<file path="src/rtl/vbt_pkg.sv">
`timescale 1ns / 1ps
`default_nettype none
// ----------------------------------------------------------------------------
// vbt_pkg
// Shared types, constants and tone tables of the vario beep tone sequencer.
// ----------------------------------------------------------------------------
package vbt_pkg;

    localparam int RATE_W      = 16;
    localparam int THRESH_W    = 11;
    localparam int CROSS_W     = 10;
    localparam int TONE_W      = 13;
    localparam int CFG_INDEX_W = 3;
    localparam int CFG_DATA_W  = 13;
    localparam int PHASE_W     = 6;
    localparam int ON_W        = 5;

    // interpolation datapath
    localparam int NUM_W         = 12;
    localparam int SPAN_W        = 15;
    localparam int DEN_W         = 12;
    localparam int PROD_W        = 27;
    localparam int DIV_DIVIDEND_W = 25;
    localparam int DIV_DIVISOR_W  = 11;
    localparam int DIV_COUNT_W    = $clog2(DIV_DIVIDEND_W);

    localparam logic signed [RATE_W-1:0] RATE_HI = 16'sd1000;
    localparam logic signed [RATE_W-1:0] RATE_LO = -16'sd1000;
    localparam logic [SPAN_W-1:0]        SINK_TONE_OFFSET = 15'd600;
    localparam logic [TONE_W-1:0]        SINK_STEP_HZ = 13'd20;

    localparam logic [PHASE_W-1:0] SINK_PERIOD   = 6'd40;
    localparam logic [ON_W-1:0]    SINK_ON       = 5'd30;
    localparam logic [PHASE_W-1:0] ZERO_PERIOD   = 6'd30;
    localparam logic [ON_W-1:0]    ZERO_ON       = 5'd2;
    localparam logic [PHASE_W-1:0] WARBLE_PERIOD = 6'd8;
    localparam logic [ON_W-1:0]    WARBLE_ON     = 5'd8;

    localparam logic [TONE_W-1:0] RST_MIN_TONE   = 13'd200;
    localparam logic [TONE_W-1:0] RST_MAX_TONE   = 13'd3200;
    localparam logic [TONE_W-1:0] RST_CROSS_TONE = 13'd1000;
    localparam logic [THRESH_W-1:0] RST_ZERO_TH  = 11'd5;
    localparam logic [THRESH_W-1:0] RST_SINK_TH  = 11'h706;
    localparam logic [THRESH_W-1:0] RST_CLIMB_TH = 11'd50;
    localparam logic [CROSS_W-1:0]  RST_CROSS_RATE = 10'd400;

    typedef enum logic [CFG_INDEX_W-1:0] {
        REG_ZERO_TH    = 3'd0,
        REG_SINK_TH    = 3'd1,
        REG_CLIMB_TH   = 3'd2,
        REG_CROSS_RATE = 3'd3,
        REG_MIN_TONE   = 3'd4,
        REG_MAX_TONE   = 3'd5,
        REG_CROSS_TONE = 3'd6
    } t_cfg_reg;

    typedef enum logic [2:0] {
        S_IDLE,
        S_EVAL,
        S_MUL,
        S_DSTART,
        S_DIV,
        S_FIN,
        S_OUT
    } t_state;

    typedef struct packed {
        logic                      start;
        logic [DIV_DIVIDEND_W-1:0] dividend;
        logic [DIV_DIVISOR_W-1:0]  divisor;
    } t_div_req;

    // rate / 100 for rates 0..999
    function automatic logic [3:0] climb_index(input logic [CROSS_W-1:0] rate);
        logic [3:0] idx;
        idx = 4'd0;
        for (int i = 1; i <= 9; i++) begin
            if (rate >= CROSS_W'(i * 100)) begin
                idx = 4'(idx + 4'd1);
            end
        end
        return idx;
    endfunction

    function automatic logic [PHASE_W-1:0] climb_period(input logic [3:0] idx);
        logic [PHASE_W-1:0] p;
        case (idx)
            4'd0:    p = 6'd16;
            4'd1:    p = 6'd14;
            4'd2:    p = 6'd12;
            4'd3:    p = 6'd10;
            4'd4:    p = 6'd9;
            4'd5:    p = 6'd8;
            4'd6:    p = 6'd7;
            4'd7:    p = 6'd6;
            4'd8:    p = 6'd5;
            default: p = 6'd4;
        endcase
        return p;
    endfunction

    function automatic logic [ON_W-1:0] climb_on(input logic [3:0] idx);
        logic [ON_W-1:0] o;
        case (idx)
            4'd0:    o = 5'd10;
            4'd1:    o = 5'd9;
            4'd2:    o = 5'd8;
            4'd3:    o = 5'd7;
            4'd4:    o = 5'd6;
            4'd5:    o = 5'd5;
            4'd6:    o = 5'd4;
            4'd7:    o = 5'd3;
            default: o = 5'd2;
        endcase
        return o;
    endfunction

    function automatic logic [TONE_W-1:0] warble_hi(input logic [2:0] k);
        logic [TONE_W-1:0] f;
        case (k)
            3'd0:    f = 13'd400;
            3'd1:    f = 13'd800;
            3'd2:    f = 13'd1200;
            3'd3:    f = 13'd1600;
            3'd4:    f = 13'd2000;
            3'd5:    f = 13'd1600;
            3'd6:    f = 13'd1200;
            default: f = 13'd800;
        endcase
        return f;
    endfunction

    function automatic logic [TONE_W-1:0] warble_lo(input logic [2:0] k);
        logic [TONE_W-1:0] f;
        case (k)
            3'd0:    f = 13'd4000;
            3'd1:    f = 13'd3500;
            3'd2:    f = 13'd3000;
            3'd3:    f = 13'd2500;
            3'd4:    f = 13'd2000;
            3'd5:    f = 13'd1500;
            3'd6:    f = 13'd1000;
            default: f = 13'd500;
        endcase
        return f;
    endfunction

endpackage
`default_nettype wire

</file>
<file path="src/rtl/vbt_divider.sv">
`timescale 1ns / 1ps
`default_nettype none
// ----------------------------------------------------------------------------
// vbt_divider
// Serial restoring divider for unsigned magnitudes, one quotient bit a cycle.
// ----------------------------------------------------------------------------
module vbt_divider (
    input  wire logic                               i_clk,
    input  wire logic                               i_rst_n,
    input  wire vbt_pkg::t_div_req                  i_req,
    output logic                                    o_done,
    output logic [vbt_pkg::DIV_DIVIDEND_W-1:0]      o_quotient
);

    logic                                   r_busy;
    logic                                   r_done;
    logic [vbt_pkg::DIV_COUNT_W-1:0]        r_count;
    logic [vbt_pkg::DIV_DIVISOR_W-1:0]      r_rem;
    logic [vbt_pkg::DIV_DIVISOR_W-1:0]      r_divisor;
    logic [vbt_pkg::DIV_DIVIDEND_W-1:0]     r_quot;

    logic [vbt_pkg::DIV_DIVISOR_W:0]        w_shifted;
    logic [vbt_pkg::DIV_DIVISOR_W:0]        w_diff;
    logic                                   w_ge;

    always_comb begin
        w_shifted = {r_rem, r_quot[vbt_pkg::DIV_DIVIDEND_W-1]};
        w_diff    = w_shifted - {1'b0, r_divisor};
        w_ge      = (w_shifted >= {1'b0, r_divisor});
    end

    always_ff @(posedge i_clk) begin
        if (!i_rst_n) begin
            r_busy  <= 1'b0;
            r_done  <= 1'b0;
            r_count <= '0;
        end else begin
            r_done <= 1'b0;
            if (i_req.start) begin
                r_busy  <= 1'b1;
                r_count <= '0;
            end else if (r_busy) begin
                r_count <= r_count + 1'b1;
                if (r_count == vbt_pkg::DIV_COUNT_W'(vbt_pkg::DIV_DIVIDEND_W - 1)) begin
                    r_busy <= 1'b0;
                    r_done <= 1'b1;
                end
            end
        end
    end

    always_ff @(posedge i_clk) begin
        if (i_req.start) begin
            r_rem     <= '0;
            r_quot    <= i_req.dividend;
            r_divisor <= i_req.divisor;
        end else if (r_busy) begin
            r_rem  <= w_ge ? w_diff[vbt_pkg::DIV_DIVISOR_W-1:0]
                           : w_shifted[vbt_pkg::DIV_DIVISOR_W-1:0];
            r_quot <= {r_quot[vbt_pkg::DIV_DIVIDEND_W-2:0], w_ge};
        end
    end

    assign o_done     = r_done;
    assign o_quotient = r_quot;

endmodule
`default_nettype wire

</file>
<file path="src/rtl/vario_beep_tone_sequencer.sv">
`timescale 1ns / 1ps
`default_nettype none
// ----------------------------------------------------------------------------
// vario_beep_tone_sequencer
// Turns one climb rate per timer tick into the speaker tone for that tick.
// ----------------------------------------------------------------------------
// The input channel (i_in_valid / o_in_ready) takes one climb rate per tick;
// the output channel (o_out_valid / i_out_ready) gives exactly one item per
// input: the tone in Hz and a flag that is set when the tone was rewritten.
// The configuration port writes one register per cycle with i_cfg_we.
// The block handles one item at a time and is ready only when idle.
// A tick that continues a beep, or starts a warble or silence, passes through
// decode and output only. A tick that starts a beep with an interpolated tone
// passes through decode, multiply, divider start, the 25-step serial divider,
// add and clamp, and output. With a zero divisor the multiply and divide are
// skipped: decode, add and clamp, output.
// The result sits in an output register; the block accepts the next item
// while it waits, and only stalls before writing the following result.
// Reset clears the beep state and output valid and loads the register
// defaults; it needs no clearing pass.
// ----------------------------------------------------------------------------
module vario_beep_tone_sequencer (
    input  wire logic                                i_clk,
    input  wire logic                                i_rst_n,
    input  wire logic                                i_cfg_we,
    input  wire logic [vbt_pkg::CFG_INDEX_W-1:0]     i_cfg_index,
    input  wire logic [vbt_pkg::CFG_DATA_W-1:0]      i_cfg_data,
    input  wire logic                                i_in_valid,
    output logic                                     o_in_ready,
    input  wire logic signed [vbt_pkg::RATE_W-1:0]   i_climb_rate,
    output logic                                     o_out_valid,
    input  wire logic                                i_out_ready,
    output logic [vbt_pkg::TONE_W-1:0]               o_tone_hz,
    output logic                                     o_tone_update
);

    localparam int RW = vbt_pkg::RATE_W;
    localparam int TW = vbt_pkg::TONE_W;

    vbt_pkg::t_state r_state, n_state;

    // configuration
    logic [vbt_pkg::THRESH_W-1:0]  r_zero_th, r_sink_th, r_climb_th;
    logic [vbt_pkg::CROSS_W-1:0]   r_cross_rate;
    logic [TW-1:0]                 r_min_tone, r_max_tone, r_cross_tone;

    // beep state
    logic [vbt_pkg::PHASE_W-1:0]   r_phase, r_period;
    logic [vbt_pkg::ON_W-1:0]      r_on;
    logic signed [RW-1:0]          r_latched;
    logic [TW-1:0]                 r_tone;
    logic                          r_upd;
    logic                          r_out_valid, n_out_valid;

    // working registers
    logic signed [RW-1:0]              r_rate;
    logic signed [vbt_pkg::NUM_W-1:0]  r_num;
    logic signed [vbt_pkg::SPAN_W-1:0] r_span;
    logic signed [vbt_pkg::DEN_W-1:0]  r_den;
    logic [TW-1:0]                     r_base;
    logic                              r_use_q;
    logic                              r_q_neg;
    logic signed [vbt_pkg::PROD_W-1:0] r_prod;

    // decode of the latched item
    logic signed [RW-1:0]   w_zt, w_st, w_ct, w_cr;
    logic                   w_start;
    logic [vbt_pkg::PHASE_W-1:0] w_phase_n;
    logic [TW-1:0]          w_step_tone;
    logic                   w_is_sink, w_is_climb, w_is_zero, w_upper;
    logic                   w_warble_lo, w_warble_hi, w_interp;
    logic [3:0]             w_idx;
    logic [vbt_pkg::PHASE_W-1:0] w_new_period;
    logic [vbt_pkg::ON_W-1:0]    w_new_on;
    logic [TW-1:0]          w_new_tone;
    logic signed [RW:0]     w_rate_x, w_num_x;
    logic signed [vbt_pkg::SPAN_W-1:0] w_span;
    logic signed [vbt_pkg::DEN_W-1:0]  w_den;
    logic [TW-1:0]          w_base;

    logic signed [vbt_pkg::PROD_W-1:0] w_num_w, w_span_w, w_prod, w_prod_mag;
    logic signed [vbt_pkg::DEN_W-1:0]  w_den_mag;
    logic signed [vbt_pkg::PROD_W-1:0] w_q, w_f, w_min_w, w_max_w;
    logic [TW-1:0]                     w_clamped;
    logic                              w_slot_free;

    vbt_pkg::t_div_req                      w_div_req;
    logic                                   w_div_done;
    logic [vbt_pkg::DIV_DIVIDEND_W-1:0]     w_div_quot;

    assign o_in_ready = (r_state == vbt_pkg::S_IDLE);
    assign o_out_valid = r_out_valid;
    assign w_slot_free = !r_out_valid || i_out_ready;

    // decision and next beep parameters
    always_comb begin
        w_zt = {{(RW - vbt_pkg::THRESH_W){r_zero_th[vbt_pkg::THRESH_W-1]}}, r_zero_th};
        w_st = {{(RW - vbt_pkg::THRESH_W){r_sink_th[vbt_pkg::THRESH_W-1]}}, r_sink_th};
        w_ct = {{(RW - vbt_pkg::THRESH_W){r_climb_th[vbt_pkg::THRESH_W-1]}}, r_climb_th};
        w_cr = {{(RW - vbt_pkg::CROSS_W){1'b0}}, r_cross_rate};

        w_start = (r_phase >= r_period) || ((r_rate >= w_ct) && (r_latched < w_ct));

        // continuing beep
        w_phase_n = r_phase + 1'b1;
        if (w_phase_n > {1'b0, r_on}) begin
            w_step_tone = '0;
        end else if (r_latched >= vbt_pkg::RATE_HI) begin
            w_step_tone = vbt_pkg::warble_hi(w_phase_n[2:0]);
        end else if (r_latched <= vbt_pkg::RATE_LO) begin
            w_step_tone = vbt_pkg::warble_lo(w_phase_n[2:0]);
        end else if (r_latched < w_st) begin
            w_step_tone = (r_tone > vbt_pkg::SINK_STEP_HZ) ? r_tone - vbt_pkg::SINK_STEP_HZ
                                                           : '0;
        end else begin
            w_step_tone = r_tone;
        end

        // new beep
        w_is_sink   = (r_rate <= w_st);
        w_warble_lo = (r_rate <= vbt_pkg::RATE_LO);
        w_is_climb  = (r_rate >= w_ct);
        w_warble_hi = (r_rate >= vbt_pkg::RATE_HI);
        w_is_zero   = (r_rate >= w_zt);
        w_upper     = (r_rate > w_cr);
        w_idx       = r_rate[RW-1] ? 4'd0 : vbt_pkg::climb_index(r_rate[vbt_pkg::CROSS_W-1:0]);
        w_rate_x    = {r_rate[RW-1], r_rate};

        w_interp = 1'b1;
        w_new_tone = '0;
        if (w_is_sink) begin
            w_interp     = !w_warble_lo;
            w_new_period = w_warble_lo ? vbt_pkg::WARBLE_PERIOD : vbt_pkg::SINK_PERIOD;
            w_new_on     = w_warble_lo ? vbt_pkg::WARBLE_ON : vbt_pkg::SINK_ON;
            w_new_tone   = vbt_pkg::warble_lo(3'd0);
        end else if (w_is_climb) begin
            w_interp     = !w_warble_hi;
            w_new_period = w_warble_hi ? vbt_pkg::WARBLE_PERIOD : vbt_pkg::climb_period(w_idx);
            w_new_on     = w_warble_hi ? vbt_pkg::WARBLE_ON : vbt_pkg::climb_on(w_idx);
            w_new_tone   = vbt_pkg::warble_hi(3'd0);
        end else if (w_is_zero) begin
            w_new_period = vbt_pkg::ZERO_PERIOD;
            w_new_on     = vbt_pkg::ZERO_ON;
        end else begin
            w_interp     = 1'b0;
            w_new_period = '0;
            w_new_on     = '0;
        end

        // interpolation operands
        if (w_is_sink) begin
            w_num_x = w_rate_x - {vbt_pkg::RATE_LO[RW-1], vbt_pkg::RATE_LO};
            w_span  = $signed({2'b00, r_min_tone}) + $signed(vbt_pkg::SINK_TONE_OFFSET)
                      - $signed({3'b000, r_max_tone[TW-1:1]});
            w_den   = $signed({w_st[vbt_pkg::DEN_W-1:0]})
                      - $signed(vbt_pkg::RATE_LO[vbt_pkg::DEN_W-1:0]);
            w_base  = {1'b0, r_max_tone[TW-1:1]};
        end else if (w_is_climb && w_upper) begin
            w_num_x = w_rate_x - {w_cr[RW-1], w_cr};
            w_span  = $signed({2'b00, r_max_tone}) - $signed({2'b00, r_cross_tone});
            w_den   = $signed(vbt_pkg::RATE_HI[vbt_pkg::DEN_W-1:0])
                      - $signed({2'b00, r_cross_rate});
            w_base  = r_cross_tone;
        end else begin
            w_num_x = w_rate_x - {w_zt[RW-1], w_zt};
            w_span  = $signed({2'b00, r_cross_tone}) - $signed({2'b00, r_min_tone});
            w_den   = $signed({2'b00, r_cross_rate}) - $signed(w_zt[vbt_pkg::DEN_W-1:0]);
            w_base  = r_min_tone;
        end
    end

    // multiply, magnitudes, add and clamp
    always_comb begin
        w_num_w  = {{(vbt_pkg::PROD_W - vbt_pkg::NUM_W){r_num[vbt_pkg::NUM_W-1]}}, r_num};
        w_span_w = {{(vbt_pkg::PROD_W - vbt_pkg::SPAN_W){r_span[vbt_pkg::SPAN_W-1]}}, r_span};
        w_prod   = w_num_w * w_span_w;
        w_prod_mag = r_prod[vbt_pkg::PROD_W-1] ? -r_prod : r_prod;
        w_den_mag  = r_den[vbt_pkg::DEN_W-1] ? -r_den : r_den;

        w_div_req.start    = (r_state == vbt_pkg::S_DSTART);
        w_div_req.dividend = w_prod_mag[vbt_pkg::DIV_DIVIDEND_W-1:0];
        w_div_req.divisor  = w_den_mag[vbt_pkg::DIV_DIVISOR_W-1:0];

        w_q = '0;
        if (r_use_q) begin
            w_q = $signed({{(vbt_pkg::PROD_W - vbt_pkg::DIV_DIVIDEND_W){1'b0}}, w_div_quot});
            if (r_q_neg) begin
                w_q = -w_q;
            end
        end
        w_f     = $signed({{(vbt_pkg::PROD_W - TW){1'b0}}, r_base}) + w_q;
        w_min_w = $signed({{(vbt_pkg::PROD_W - TW){1'b0}}, r_min_tone});
        w_max_w = $signed({{(vbt_pkg::PROD_W - TW){1'b0}}, r_max_tone});
        if (w_f < w_min_w) begin
            w_clamped = r_min_tone;
        end else if (w_f > w_max_w) begin
            w_clamped = r_max_tone;
        end else begin
            w_clamped = w_f[TW-1:0];
        end
    end

    vbt_divider u_divider (
        .i_clk      (i_clk),
        .i_rst_n    (i_rst_n),
        .i_req      (w_div_req),
        .o_done     (w_div_done),
        .o_quotient (w_div_quot)
    );

    // sequencer
    always_ff @(posedge i_clk) begin
        if (!i_rst_n) begin
            r_state     <= vbt_pkg::S_IDLE;
            r_out_valid <= 1'b0;
        end else begin
            r_state     <= n_state;
            r_out_valid <= n_out_valid;
        end
    end

    always_comb begin
        n_state     = r_state;
        n_out_valid = r_out_valid && !i_out_ready;
        unique case (r_state)
            vbt_pkg::S_IDLE: begin
                if (i_in_valid) begin
                    n_state = vbt_pkg::S_EVAL;
                end
            end
            vbt_pkg::S_EVAL: begin
                if (w_start && w_interp && (w_den != '0)) begin
                    n_state = vbt_pkg::S_MUL;
                end else if (w_start && w_interp) begin
                    n_state = vbt_pkg::S_FIN;
                end else begin
                    n_state = vbt_pkg::S_OUT;
                end
            end
            vbt_pkg::S_MUL:    n_state = vbt_pkg::S_DSTART;
            vbt_pkg::S_DSTART: n_state = vbt_pkg::S_DIV;
            vbt_pkg::S_DIV: begin
                if (w_div_done) begin
                    n_state = vbt_pkg::S_FIN;
                end
            end
            vbt_pkg::S_FIN:    n_state = vbt_pkg::S_OUT;
            vbt_pkg::S_OUT: begin
                if (w_slot_free) begin
                    n_out_valid = 1'b1;
                    n_state     = vbt_pkg::S_IDLE;
                end
            end
            default: n_state = vbt_pkg::S_IDLE;
        endcase
    end

    // configuration and beep state
    always_ff @(posedge i_clk) begin
        if (!i_rst_n) begin
            r_zero_th    <= vbt_pkg::RST_ZERO_TH;
            r_sink_th    <= vbt_pkg::RST_SINK_TH;
            r_climb_th   <= vbt_pkg::RST_CLIMB_TH;
            r_cross_rate <= vbt_pkg::RST_CROSS_RATE;
            r_min_tone   <= vbt_pkg::RST_MIN_TONE;
            r_max_tone   <= vbt_pkg::RST_MAX_TONE;
            r_cross_tone <= vbt_pkg::RST_CROSS_TONE;
            r_phase      <= '0;
            r_period     <= '0;
            r_on         <= '0;
            r_latched    <= '0;
            r_tone       <= '0;
            r_upd        <= 1'b0;
        end else begin
            if (i_cfg_we) begin
                unique case (vbt_pkg::t_cfg_reg'(i_cfg_index))
                    vbt_pkg::REG_ZERO_TH:    r_zero_th    <= i_cfg_data[vbt_pkg::THRESH_W-1:0];
                    vbt_pkg::REG_SINK_TH:    r_sink_th    <= i_cfg_data[vbt_pkg::THRESH_W-1:0];
                    vbt_pkg::REG_CLIMB_TH:   r_climb_th   <= i_cfg_data[vbt_pkg::THRESH_W-1:0];
                    vbt_pkg::REG_CROSS_RATE: r_cross_rate <= i_cfg_data[vbt_pkg::CROSS_W-1:0];
                    vbt_pkg::REG_MIN_TONE:   r_min_tone   <= i_cfg_data[TW-1:0];
                    vbt_pkg::REG_MAX_TONE:   r_max_tone   <= i_cfg_data[TW-1:0];
                    vbt_pkg::REG_CROSS_TONE: r_cross_tone <= i_cfg_data[TW-1:0];
                    default: ;
                endcase
            end
            case (r_state)
                vbt_pkg::S_EVAL: begin
                    if (w_start) begin
                        r_latched <= r_rate;
                        r_phase   <= '0;
                        r_period  <= w_new_period;
                        r_on      <= w_new_on;
                        r_upd     <= 1'b1;
                        if (!w_interp) begin
                            r_tone <= w_is_sink || w_is_climb ? w_new_tone : '0;
                        end
                    end else begin
                        r_phase <= w_phase_n;
                        r_tone  <= w_step_tone;
                        r_upd   <= (w_step_tone != r_tone);
                    end
                end
                vbt_pkg::S_FIN: r_tone <= w_clamped;
                default: ;
            endcase
        end
    end

    // item, interpolation operands and output registers
    always_ff @(posedge i_clk) begin
        case (r_state)
            vbt_pkg::S_IDLE: begin
                if (i_in_valid) begin
                    r_rate <= i_climb_rate;
                end
            end
            vbt_pkg::S_EVAL: begin
                r_num   <= w_num_x[vbt_pkg::NUM_W-1:0];
                r_span  <= w_span;
                r_den   <= w_den;
                r_use_q <= (w_den != '0);
                r_base  <= (w_den != '0) ? w_base : r_max_tone;
            end
            vbt_pkg::S_MUL:    r_prod  <= w_prod;
            vbt_pkg::S_DSTART: r_q_neg <= r_prod[vbt_pkg::PROD_W-1] ^ r_den[vbt_pkg::DEN_W-1];
            vbt_pkg::S_OUT: begin
                if (w_slot_free) begin
                    o_tone_hz     <= r_tone;
                    o_tone_update <= r_upd;
                end
            end
            default: ;
        endcase
    end

    // checks
    a_done_in_div: assert property (@(posedge i_clk) disable iff (!i_rst_n)
        w_div_done |-> (r_state == vbt_pkg::S_DIV))
        else $error("divider done outside wait state");

    a_busy_after_accept: assert property (@(posedge i_clk) disable iff (!i_rst_n)
        (i_in_valid && o_in_ready) |=> !o_in_ready)
        else $error("ready right after an accepted item");

    a_period_bound: assert property (@(posedge i_clk) disable iff (!i_rst_n)
        (r_period <= vbt_pkg::SINK_PERIOD) && (r_on <= vbt_pkg::SINK_ON))
        else $error("beep period or on-time out of range");

    a_out_drop: assert property (@(posedge i_clk) disable iff (!i_rst_n)
        ($fell(r_out_valid) && $past(i_rst_n)) |-> $past(i_out_ready))
        else $error("result dropped without being taken");

endmodule
`default_nettype wire
</file>
<file path="config.mk">
export PLATFORM = sky130hd
export DESIGN_NAME = vario_beep_tone_sequencer
export DESIGN_NICKNAME = d
export VERILOG_FILES = /design/src/rtl/vbt_pkg.sv /design/src/rtl/vbt_divider.sv /design/src/rtl/vario_beep_tone_sequencer.sv
export SDC_FILE = /design/constraint.sdc
export NUM_CORES = 2
export LEC_CHECK = 0
export ABC_AREA = 1
export BUFFER_PORTS_ARGS = -buffer_cell sky130_fd_sc_hd__buf_2
export CORE_MARGIN = 2
export CORE_UTILIZATION = 50
export CTS_CLUSTER_SIZE = 10
export DETAILED_ROUTE_END_ITERATION = 7
export GPL_ROUTABILITY_DRIVEN = 0
export PLACE_DENSITY = 0.76
export SLEW_MARGIN = 10
export SYNTH_ARGS = -nofsm -noshare
export SYNTH_HDL_FRONTEND = slang
export SYNTH_SLANG_ARGS = --single-unit
</file>
<file path="constraint.sdc">
create_clock -name i_clk -period 5.6 [get_ports i_clk]
set_clock_uncertainty 0.05 [all_clocks]
set_input_delay 1.4 -clock i_clk [delete_from_list [all_inputs] [get_ports i_clk]]
set_output_delay 1.4 -clock i_clk [all_outputs]
set_load 0.005 [all_outputs]
</file>
Word level (Yosys, flattened, before mapping)
Memories as Yosys holds them, arrays and structs flattened.
Cells that the tools add are included.
Cells by class
  add/sub/neg operators: 26
  multipliers: 1
  order comparisons: 25
  equality and inequality tests: 24
  muxes and demuxes: 69
  bitwise logic cells: 3
  reductions and logical operators: 34
Operator list (count)
  $mux W13: 13
  $pmux W12 S7: 1
  $mux W25: 3
  $mux W12: 5
  $mux W27: 2
  $pmux W11 S4: 1
  $ge A10 B10 Y1 const B: 4
  $mux W4: 9
  $add A4 B1 Y4 const B: 8
  $ge A16 B11 Y1: 2
  $ge A16 B11 Y1 const B: 2
  $le A16 B11 Y1 const B: 2
  $lt A16 B11 Y1: 2
  $ge A10 B9 Y1 const B: 3
  $mux W15: 2
  $mux W5: 6
  $mux W6: 5
  $sub A13 B13 Y14: 2
  $add A14 B27 Y27: 1
  $eq A3 B3 Y1 const B: 9
  $gt A27 B14 Y1: 1
  $lt A27 B14 Y1: 1
  $mul A12 B15 Y27: 1
  $neg A25 Y27: 1
  47 further kinds: 96
Word-level totals
  register bits: 298
  ROM bits: 112
  output and inout port bits: 16
  logic and storage cells: 215
  memories: 2
Memory list
  (no name shown): words 16, bits a word 5, read ports 1, clocked after memory_dff 0, wr ports 0, line vbt_pkg.sv:87  | case (idx)
  (no name shown): words 8, bits a word 4, read ports 1, clocked after memory_dff 0, wr ports 0, line vbt_pkg.sv:104  | case (idx)

Logic depth before layout (Yosys ltp)
An unclocked memory read counts as a cell.
  depth in word-level cells: 24
  gate-level depth with buffers: 42

By module
A second synthesis with hierarchy kept.
Unflattened totals
  cells, all modules: 3999
  area total of the unflattened synthesis: 29819.8 um2
By module, submodules not included
  vario_beep_tone_sequencer: times used 1, cells an instance 3627, area an instance 26817.0 um2
  vbt_divider: times used 1, cells an instance 372, area an instance 3002.9 um2

Least setup slack after synthesis
OpenSTA, ideal clock, no wires.
  path kind: register -> register
  start point: register r_rate[8]
  end point: register r_period[2] (netlist name)
  setup time: 113 ps
  arrival time: 5515 ps
  path slack: -79 ps
  stages on the path, launching flop included: 42
  path buffers: 1
  period minus slack after synthesis: 5679 ps
  cells stage by stage: edfxtp_1 > buf_2 > nor2_1 > inv_1 > nor2_1 > inv_1 > a21oi_1 > inv_1 > ha_1 > inv_1 > nand3_1 > nand2_1 > ha_1 > inv_1 > nand2_1 > a21boi_0 > ha_1 > nand2_1 > [... 6 more ...] > nand2_1 > nand2_1 > ha_1 > nand2_1 > a21boi_1 > inv_1 > ha_1 > nor2_1 > nor2_1 > nand2_1 > inv_1 > ha_1 > nand2_1 > o21ai_0 > nor2_1 > nand2_1 > nand3b_1 > nand2_1
Between the ends
  word-level cells in the longest chain between the ends: 23
  elaborated cells between the ends (all ways): 39
  those cells by class: add/sub (8); order compare (13); mux (14); reduce/logical (3); memory (1)
RTL lines
  from (decl): line vario_beep_tone_sequencer.sv:56  | logic signed [RW-1:0] r_rate;
  from (signal assigned): line vario_beep_tone_sequencer.sv:315  | r_rate <= i_climb_rate;
  $ge A10 B7 Y1: line vbt_pkg.sv:78  | if (rate >= CROSS_W'(i * 100)) begin
  $mux W1: line vbt_pkg.sv:78
  $add A4 B1 Y4: line vbt_pkg.sv:79  | idx = 4'(idx + 4'd1);
  $mux W4: line vbt_pkg.sv:78
  $add A4 B1 Y4: line vbt_pkg.sv:79
  $mux W4: line vbt_pkg.sv:78
  $add A4 B1 Y4: line vbt_pkg.sv:79
  $mux W4: line vbt_pkg.sv:78
  [... 7 more ...]
  $mux W4: line vbt_pkg.sv:78
  $add A4 B1 Y4: line vbt_pkg.sv:79
  $mux W4: line vbt_pkg.sv:78
  $mux W4: line vario_beep_tone_sequencer.sv:126  | w_idx = r_rate[RW-1] ? 4'd0 : vbt_pkg::climb_index(r_rate[vbt_pkg::CROSS_W-1:0]);
  $mem_v2 Z16 W5
  $mux W6: line vario_beep_tone_sequencer.sv:138  | w_new_period = w_warble_hi ? vbt_pkg::WARBLE_PERIOD : vbt_pkg::climb_period(w_idx);
  $mux W6: line vario_beep_tone_sequencer.sv:136  | end else if (w_is_climb) begin
  $mux W6: line vario_beep_tone_sequencer.sv:131  | if (w_is_sink) begin
  to (signal assigned): line vario_beep_tone_sequencer.sv:292  | r_period <= w_new_period;
  to (decl): line vario_beep_tone_sequencer.sv:48  | logic [vbt_pkg::PHASE_W-1:0] r_phase, r_period;
Several ways; a longest one is shown, not always the timed one.
A chain may end at the register's enable or synchronous reset.

Worst setup path after layout
  start point: register r_span[2] (netlist name)
  end point: register r_prod[21] (netlist name), data pin
Between the ends
  word-level cells in the longest chain between the ends: 1
RTL lines
  from (decl): line vario_beep_tone_sequencer.sv:58  | logic signed [vbt_pkg::SPAN_W-1:0] r_span;
  from (signal assigned): line vario_beep_tone_sequencer.sv:320  | r_span <= w_span;
  $mul A12 B15 Y27: line vario_beep_tone_sequencer.sv:176  | w_prod = w_num_w * w_span_w;
  named net w_prod, one bit: line vario_beep_tone_sequencer.sv:81  | logic signed [vbt_pkg::PROD_W-1:0] w_num_w, w_span_w, w_prod, w_prod_mag;
  to (signal assigned): line vario_beep_tone_sequencer.sv:325  | vbt_pkg::S_MUL: r_prod <= w_prod;
  to (decl): line vario_beep_tone_sequencer.sv:63  | logic signed [vbt_pkg::PROD_W-1:0] r_prod;
The timed path passes the listed nets, and every way through them passes these cells.

==> impl_metrics.csv <==
group,metric,value,unit
outcome,status,"completed",
layout,finalInstanceArea,32860,µm²
timing,worst_slew_pin_slew,1025,ps
clock_network,cts_made_buffers,38,
synthesis,synth_flop_cell,"dfxtp_1",
synthesis,synth-edff-count,146,
die,fp.dieW,247.5,µm
timing,slew_viol_final,0,
global_route,first_global_vias,25180,
run,drv_cap,0,
clock_network,cts-root-buf,"clkbuf_16",
drt,via_count,26970,
clock_network,clockBufferDepth,3,
global_route,grt_max_degree,95,
setup_path,cpMaxStageDelayCell,"fa_1",
layout,area_growth,10.85,%
drt,first_pass_iters,6,
clock_network,clk_latency,580,ps
synthesis,yosysWarnings,0,
layout,register_area,7387,µm²
drt,wl_per_cell,16.59,µm
timing,rsz0062_at_grt,"true",
die,die-area,61250,µm²
global_route,grt.total_usage,26.14,%
synthesis,ys_ff_latch,296,
setup_path,cp-start-kind,"register",
setup_path,crit_path_max_fanout,4,
setup_path,worstPathArrival,5680,ps
timing,min_period,5425,ps
timing,fmax,0.1843,GHz
global_route,grt_antenna_before_repair,1,
die,rows,89,
setup_path,worstSetupEndpointType,"register",
setup_path,critPathKind,"reg2reg",
global_route,grt_pass1_wl,128600,µm
die,core,58800,µm²
synthesis,syn_area_per_cell,7.516,µm²
synthesis,syn_inst,3944,
synthesis,synth_area,29640,µm²
placed_design,placed_cell_area,31200,µm²
global_route,grt_remaining_overflow,0,
setup_path,crit_path_cell_trace,"or2_2 -> fa_1 -> inv_1 -> fa_1 -> fa_1 -> fa_1 -> fa_1 -> ha_1 -> nand2_1 -> nor2_2 -> nand2_1 -> nand3_2 -> a31o_4 -> a21oi_2 -> o21bai_1 -> a21o_1 -> a21oi_2 -> nor2_1 -> nand2_1 -> nand2_1 -> xor2_1",
placed_design,io_buffers,52,
die,initial_core_util,50.42,%
synthesis,async_reset_ff_share,0,%
timing,hold_viol,0,
die,ios,53,
timing,slew_headroom,31.39,%
synthesis,ys_seq_area_share,24.92,%
clock_network,cts.sinks,296,
timing,fin_crit_sh,96.88,%
setup_path,critPathRequiredTime,5850,ps
clock_network,cts_tree,"done",
drt,vias_per_cell,5.549,
setup_path,max_stage_delay,560,ps
die,die_h,247.5,µm
timing,finalSetupViolations,0,
layout,fin_cells,4860,
layout,fin_nets,4579,
layout,drive_gt1_share,9.861,%
placed_design,placedCellCount,4766,
synthesis,synth_nets,4464,
synthesis,synth_cell_type_count,66,
clock_network,cts.clk_slew.worst_paths,50,ps
drt,drtAntennaViolNets,0,
layout,multi_input_area,19570,µm²
clock_network,cts_max_level,2,
placed_design,dp_hpwl,62830,µm
layout,fillCellCount,5429,
worst_hold_path,hp-class,"reg2reg",
setup_path,path_common_cell,"fa_1",
drt,drcViolationCount,0,
drt,wirelength,80620,µm
drt,drt_iter0_markers,2294,
layout,antenna_cells,0,
-- worst paths after layout --
path                            startpoint  slack (ps)  cells after the start            end
worst min register to register       r_upd         400                      0  o_tone_update
worst min-delay path                 r_upd         400                      0  o_tone_update
worst max-delay path             r_span[2]         170                     21     r_prod[21]
worst max register to register   r_span[2]         170                     21     r_prod[21]
-- what timing repair did --
item | CTS | global route
pin swaps | 2 | 28
gates resized for setup | 7 | 69
endpoints found under the setup margin | 9 | 16
hold buffers | 0 | 0
setup buffers | 5 | 21
-- metal layers --
layer  GRT usage, %  vias to the layer above  routed length, µm
met3          3.190                      194               5997
met5              0                        -                  0
met2          43.27                     1059              37340
met1          35.01                    12570              34100
li1               -                    13150                  -
met4          9.880                        0               3187
-- state kept, by name (all words and copies together), names as in the netlist, 12 cells and up --
name / cells
o_tone_hz: 13
r_base: 13
r_cross_tone: 13
r_den: 12
r_latched: 16
r_max_tone: 13
r_min_tone: 13
r_num: 12
r_prod: 26
r_rate: 16
r_span: 15
r_tone: 13
u_divider.o_quotient: 25
-- worst max-delay path, delay by kind of cell, from the launching register on --
kind | cells | cell delay [ps]
DFF | 1 | 460
buffers and inverters | 1 | 60
adders and majority gates | 6 | 2870
xor gates and xnor gates | 1 | 150
AOI/OAI and AO/OA | 5 | 800
and+or+nand+nor | 8 | 800
-- cell usage after synthesis (10+ instances only) --
library cell / count / area [µm²]
nand3_2: 15 / 150.1
clkbuf_1: 80 / 300.3
nor2_2: 15 / 93.84
o22ai_1: 21 / 131.4
a21oi_2: 11 / 96.34
buf_2: 12 / 60.06
ha_1: 308 / 3854
nor3_1: 43 / 215.2
nand4_1: 44 / 275.3
inv_2: 10 / 37.54
nand2_2: 15 / 93.84
a21oi_1: 295 / 1476
nor4_1: 15 / 93.84
o21ai_1: 24 / 120.1
edfxtp_1: 146 / 4384
dfxtp_1: 150 / 3003
nand3_1: 182 / 910.9
a31oi_1: 13 / 81.33
xor2_1: 101 / 884.6
xnor2_1: 35 / 306.5
o211ai_1: 30 / 225.2
o221ai_1: 14 / 122.6
or2_2: 22 / 137.6
nand2_1: 829 / 3112
inv_1: 675 / 2534
nand3b_1: 11 / 82.58
o21ai_0: 282 / 1411
nor2_1: 249 / 934.7
fa_1: 175 / 3503
-- stage by stage --
step,hold slack [ps],utilization [%],TNS [ps],worst slack (ps)
floorplan,359.0,-,0,6.725
global placement,371.2,53.06,-9.042,-9.042
detailed placement,374.9,53.06,-666.8,-179.4
CTS,396.1,55.12,0,0.1439
global route,402.4,55.89,-276.4,-60.41
finish,399.3,55.89,0,174.6
-- placed cells by master, fill, tap and decap left out, types with 26 or more instances in the layout --
cell | netlist | routed
a21oi_1 | 295 | 286
buf_2 | 12 | 52
buf_4 | 0 | 124
clkbuf_16 | 0 | 38
dfxtp_1 | 150 | 150
edfxtp_1 | 146 | 146
fa_1 | 175 | 174
ha_1 | 308 | 293
inv_1 | 675 | 666
nand2_1 | 829 | 818
nand3_1 | 182 | 180
nand4_1 | 44 | 44
nor2_1 | 249 | 242
nor3_1 | 43 | 42
o211ai_1 | 30 | 30
o21ai_0 | 282 | 277
o21ai_1 | 24 | 26
xnor2_1 | 35 | 35
xor2_1 | 101 | 101
-- cells by family after synthesis --
group | synth area share, %
simple gates | 21.51
buf+inv | 10.19
compound gates | 14.54
fa+ha+maj | 24.82
flops | 24.92
xor+xnor | 4.018
-- cell type report --
cell class / count / area share, %
repair buffers: 177 / 3.659
clock inverters: 10 / 0.2932
well taps: 773 / 2.943
clock buffers: 58 / 3.183
inverters: 690 / 7.889
multi-input cells: 2856 / 59.55
flip-flops and latches: 296 / 22.48
Power is left out: the tool's default activity adds up to more than one toggle a clock period on the data nets, which glitch-free logic cannot reach.
